===== src/rtl/time_wait_connection_table_macros.svh =====
// Assertion macros for the time-wait connection table.
`ifndef TIME_WAIT_CONNECTION_TABLE_MACROS_SVH
`define TIME_WAIT_CONNECTION_TABLE_MACROS_SVH
`ifndef SYNTHESIS
`define TWCT_ASSERT(label, clk, rst_n, prop, msg) \
  label: assert property (@(posedge clk) disable iff (!rst_n) prop) else $error(msg);
`define TWCT_ASSERT_NR(label, clk, prop, msg) \
  label: assert property (@(posedge clk) prop) else $error(msg);
`else
`define TWCT_ASSERT(label, clk, rst_n, prop, msg)
`define TWCT_ASSERT_NR(label, clk, prop, msg)
`endif
`endif


===== src/rtl/twct_pkg.sv =====
// Package with types, codes and constants of the time-wait connection table.
`default_nettype none
package twct_pkg;
  localparam int TableDepth = 32;
  localparam logic [15:0] PeriodReset = 16'd5;

  localparam logic [1:0] ACT_ADD   = 2'd0;
  localparam logic [1:0] ACT_PKT   = 2'd1;
  localparam logic [1:0] ACT_QUERY = 2'd2;
  localparam logic [1:0] ACT_TICK  = 2'd3;

  localparam logic [3:0] ST_ADDED      = 4'd0;
  localparam logic [3:0] ST_REPLACED   = 4'd1;
  localparam logic [3:0] ST_FULL       = 4'd2;
  localparam logic [3:0] ST_NO_REPLY   = 4'd3;
  localparam logic [3:0] ST_SEND_CLOSE = 4'd4;
  localparam logic [3:0] ST_SEND_RESET = 4'd5;
  localparam logic [3:0] ST_NOT_FOUND  = 4'd6;
  localparam logic [3:0] ST_FOUND      = 4'd7;
  localparam logic [3:0] ST_EXPIRED    = 4'd8;
  localparam logic [3:0] ST_TICK_DONE  = 4'd9;

  localparam logic CFG_PERIOD = 1'b0;

  typedef struct packed {
    logic [1:0]  action;
    logic [63:0] conn_key;
    logic [7:0]  version;
    logic        has_close_packet;
    logic [47:0] packet_number;
    logic [15:0] reply_tag;
  } in_word_t;

  typedef struct packed {
    logic [3:0]  status;
    logic [63:0] result_id;
    logic [7:0]  result_version;
    logic [31:0] packet_count;
    logic [47:0] rejected_number;
    logic [15:0] reply_tag_out;
    logic        last;
  } out_word_t;
endpackage
`default_nettype wire


===== src/rtl/twct_stream_if.sv =====
// Valid/ready channel interface carrying one payload word.
`default_nettype none
interface twct_stream_if #(parameter type word_t = logic) (input wire logic clk);
  logic  valid;
  logic  ready;
  word_t data;
  modport source (output valid, output data, input ready);
  modport sink (input valid, input data, output ready);
endinterface
`default_nettype wire


===== src/rtl/twct_front.sv =====
// Front part: a two-word queue toward the table engine.
`default_nettype none
module twct_front (
  input  wire logic clk,
  input  wire logic rst_n,
  twct_stream_if.sink   in_s,
  twct_stream_if.source q_s
);
  twct_pkg::in_word_t mem_r [2];
  logic wp_r, rp_r;
  logic [1:0] cnt_r;
  logic push, pop;

  assign in_s.ready = (cnt_r != 2'd2);
  assign push = in_s.valid && in_s.ready;
  assign pop  = q_s.valid && q_s.ready;
  assign q_s.valid = (cnt_r != 2'd0);
  assign q_s.data  = mem_r[rp_r];

  // Queue storage.
  always_ff @(posedge clk) begin
    if (push) mem_r[wp_r] <= in_s.data;
  end

  // Queue pointers and fill count.
  always_ff @(posedge clk) begin
    if (!rst_n) begin
      wp_r <= 1'b0;
      rp_r <= 1'b0;
      cnt_r <= 2'd0;
    end else begin
      if (push) wp_r <= ~wp_r;
      if (pop) rp_r <= ~rp_r;
      cnt_r <= cnt_r + {1'b0, push} - {1'b0, pop};
    end
  end

  `include "time_wait_connection_table_macros.svh"
  `TWCT_ASSERT(a_no_overflow, clk, rst_n, (cnt_r == 2'd2) |-> !push, "queue overflow")
  `TWCT_ASSERT(a_cnt_range, clk, rst_n, cnt_r != 2'd3, "queue count out of range")
  `TWCT_ASSERT(a_pop_nonempty, clk, rst_n, pop |-> (cnt_r != 2'd0), "pop from empty queue")
endmodule
`default_nettype wire


===== src/flat_wrapper.sv =====
// flat-port wrapper written by rule: the top's interface ports become plain ports
module twct_front_flat 
  (clk, rst_n, in_s_valid, in_s_data, in_s_ready, q_s_valid, q_s_data, q_s_ready);
  twct_stream_if in_s_i (.clk(clk));
  twct_stream_if q_s_i (.clk(clk));
  input  wire logic clk;
  input  wire logic rst_n;
  input wire logic [$bits(in_s_i.valid)-1:0] in_s_valid;
  input wire logic [$bits(in_s_i.data)-1:0] in_s_data;
  output wire logic [$bits(in_s_i.ready)-1:0] in_s_ready;
  output wire logic [$bits(q_s_i.valid)-1:0] q_s_valid;
  output wire logic [$bits(q_s_i.data)-1:0] q_s_data;
  input wire logic [$bits(q_s_i.ready)-1:0] q_s_ready;
  assign in_s_i.valid = in_s_valid;
  assign in_s_i.data = in_s_data;
  assign in_s_ready = in_s_i.ready;
  assign q_s_valid = q_s_i.valid;
  assign q_s_data = q_s_i.data;
  assign q_s_i.ready = q_s_ready;
  twct_front u_core (.clk(clk), .rst_n(rst_n), .in_s(in_s_i), .q_s(q_s_i));
endmodule

===== config.mk =====
export PLATFORM = sky130hd
export DESIGN_NAME = twct_front_flat
export DESIGN_NICKNAME = d
export VERILOG_FILES = /design/src/rtl/twct_pkg.sv /design/src/rtl/twct_stream_if.sv /design/src/rtl/twct_front.sv /design/src/flat_wrapper.sv
export VERILOG_INCLUDE_DIRS = /design/src /design/src/rtl
export SDC_FILE = /design/constraint.sdc
export NUM_CORES = 1
export LEC_CHECK = 0
export BUFFER_PORTS_ARGS = -buffer_cell sky130_fd_sc_hd__buf_2
export CAP_MARGIN = 20
export CORE_AREA = 4 4 41 43
export CTS_CLUSTER_SIZE = 12
export DETAILED_ROUTE_END_ITERATION = 10
export DIE_AREA = 0 0 45 47
export PLACE_DENSITY = 0.39
export SETUP_SLACK_MARGIN = 0.5
export SYNTH_ARGS = -nofsm -noshare
export SYNTH_HDL_FRONTEND = slang
export SYNTH_SLANG_ARGS = --single-unit

===== constraint.sdc =====
create_clock -name clk -period 1.9 [get_ports clk]
set_input_delay 0.57 -clock clk [delete_from_list [all_inputs] [get_ports clk]]
set_output_delay 0.57 -clock clk [all_outputs]
set_load 0.1 [all_outputs]

==> results.md <==
* Antenna cells at 0
* Tcrit/Tclk final at 85.7%
* YS warnings at 0
* Area contributors post-synth: dfxtp_1, edfxtp_1, ha_1
* Yosys cell types at 18
* Share of cells above drive strength 1 at 55.6%
* Worst path arrival time at 1.06 ns
* Gr ovfl total at 0
* Vias in the first global route at 294
* H-tree depth at 1
* Final Max Slew Viols at 0
* Placed Area at 388 sq um
* Power Dens Cells at 1820 nW/um^2
* Hpwl dp at 469 microns
* Tmin final at 1.63 ns
* R2R Path End: u_core.cnt_r[1]$_SDFF_PN0_
* Most common library cells after synthesis: dfxtp_1, inv_1, nor2_1
* Routed vias/inst at 4.17
* Die width at 45 microns
* Combinational share of power at 61.8%
* Post-synth EDFFs at 2
* Placer Congestion at 0.629
* Origin of the critical flop-to-flop path: u_core.cnt_r[0]$_SDFF_PN0_
* Post-route ant nets at 0
* Largest delay share family, worst path: flip-flops
* Final Instance Area at 528 sq um
* Avg Synthesized Cell Area at 10.7 sq um
* Async set-or-reset flop fraction in the synthesized netlist at 0%
* Worst setup SP type: register
* CP max-delay cell: dfxtp_1
* Cell Rows at 13
* Most common cell in the netlist: dfxtp_1
* P_int at 0.000554 W
* DRC at 0
* Worst setup path class: reg -> out
* RSZ-0062 raised after global routing: true
* Full die area at 2120 sq um
* Clock root cell: clkbuf_4
* CP endpoint kind: output port
* Critical-path cell list: mux2_4, buf_12
* Maximum clock rate at 0.614 GHz
* Yosys top cell by area: dfxtp_1
* Clk sinks at 7
* Skew final at 0.000572 ns
* Hold Vio Cnt, Final at 0
* CP max FO at 1
* First-pass GRT wire length at 1.21 mm
* DRT Wirelength at 692 microns
* Num CTS Buffers at 3
* Clock power frac at 14.1%
* FF-to-FF setup slack at 0.41 ns
* #FFs+latches synth at 7
* Worst skew pair latency at 0.25 ns
* Min-Delay Path Class: reg -> reg
* Yosys top cell area share at 32.3%
* Net Sw Frac at 42.4%
* Initial DRC count at 0
* Reg clk slew, reported paths at 0.05 ns
* Longest Clk Path Bufs at 2
* Core Area at 1300 sq um
* IO Pins at 8
* TritonCTS clock tree: yes
* Worst slew margin at 85.5%
* Final net count at 53
* Hold-critical path depth at 2
* Worst path bufs/invs at 1
* Largest net degree at the start of global routing at 5
* Top FF cell, synth: dfxtp_1
* Starting Density at 23.8%
* Max VDD drop at 0.000611 V
* Leakage at 0.230 nW
* Register share of total power at 24.1%
* Outcome: complete, no violations
* Cells after Synth at 29
* WHS Endpoint: u_core.wp_r$_SDFFE_PN0P_
* Routed len/inst at 11.5 microns
* I/O Buffers at 7
* Setup TNS at 0 ns
* Setup-failing EPs final at 0
* Drt pass-1 iters at 1
* Max-cap violations at 0
* Via count at 250
* Die Span Y at 47 microns
* Critical path data required time at 1.33 ns
* Syn Std Cell Area at 310 sq um
* Least-Margin Pin Slew at 0.216 ns
* Area Growth Syn to Fin at 70.2%
* R2R depth at 7
* Switching pwr at 0.000408 W
* Fin Hold WS at 0.483 ns
* Worst hold start: u_core.wp_r$_SDFFE_PN0P_
* Initial antenna violation count at 0
* Crit-path max cell delay at 0.33 ns
* Net Count, Synth at 36
* Total track usage at 8.41%
* Sequential area share after synthesis at 51.6%
worst register-to-register path, delay by kind of cell (launching register included):
family | cells | cell delay [ns]
AO/OA/AOI/OAI | 1 | 0.22
XOR/XNOR | 2 | 0.31
adder cells (fa/ha/maj) | 2 | 0.44
buffers and inverters | 1 | 0.04
flip-flops | 1 | 0.33
AND/OR/NAND/NOR | 1 | 0.05
per-stage QoR:
stage	power [W]	util [%]	instances	setup WS, ns
final	0.000962	40.6	60	0.271
after global routing	0.00102	40.6	60	0.228
after CTS	0.000925	38.8	59	0.265
after detailed placement	0.000635	29.8	51	0.159
after global placement	0.000623	29.8	51	0.192
after floorplan	0.000577	-	29	0.322
power by group through the flow:
stage | Clock [W] | Combinational, W | Sequential (W)
final | 0.000135 | 0.000595 | 0.000232
after CTS | 0.000140 | 0.000553 | 0.000231
after global placement | 0 | 0.000393 | 0.000230
after global routing | 0.000145 | 0.000639 | 0.000238
after detailed placement | 0 | 0.000401 | 0.000234
after floorplan | 0 | 0.000351 | 0.000226
layer usage:
layer	track usage, %	up-vias	wire, microns
met5	0	-	0
met4	3.51	0	0
met3	3.45	0	24
met2	16.1	4	405
met1	7.83	121	262
li1	-	125	-
cell families (layout without fill, tap and decap cells):
group	Yosys count	count (layout)	synth area share [%]
adder cells (fa/ha/maj)	2	2	8.06
flip-flops	7	7	51.6
buffers and inverters	3	19	3.63
multiplexers	1	1	3.63
AND/OR/NAND/NOR	11	11	20.6
XOR/XNOR	3	3	8.47
AO/OA/AOI/OAI	2	2	4.03
cells in the final DEF (no fill, tap or decap):
cell type	count
buf_2	4
buf_4	4
nor2_1	3
dfxtp_1	3
clkbuf_4	3
buf_12	3
inv_1	2
xnor2_1	2
ha_4	2
edfxtp_1	2
nand2b_4	1
and2_4	1
o21a_1	1
inv_2	1
mux2_4	1
and3_1	1
nor2b_1	1
nand2_1	1
nand4b_1	1
o21ai_1	1
and2_1	1
xor2_2	1
or2_4	1
clkbuf_1	1
buf_6	1
dfxtp_2	1
dfxtp_4	1
worst max-delay path by stage:
stage,startpoint,endpoint,slack (ns),depth (start not counted)
finish,register,q_s_data,0.27,2
global route,u_core.mem_r[0]$_DFFE_PP_,q_s_data,0.23,2
CTS,u_core.mem_r[1]$_DFFE_PP_,q_s_data,0.26,2
detailed placement,q_s_ready,u_core.cnt_r[1]$_SDFF_PN0_,0.16,8
global placement,q_s_ready,u_core.cnt_r[1]$_SDFF_PN0_,0.19,8
floorplan,q_s_ready,u_core.cnt_r[1]$_SDFF_PN0_,0.32,7
layout make-up:
class                      count  area [sq um]
multi-input combinational     19           185
timing repair buffer          12           121
fill                         137           773
sequential                     7           165
clock buffer                   4          26.3
tap                           15          18.8
inverter                       3          11.3
timing repair:
action                     in CTS  in global routing
gates cloned                    0                  0
hold buffers                    0                  0
gates resized for setup        17                  2
setup buffers                   4                  1
setup endpoints to repair       4                  4
pin swaps                       2                  2
Power figures use the tool's default switching activity.
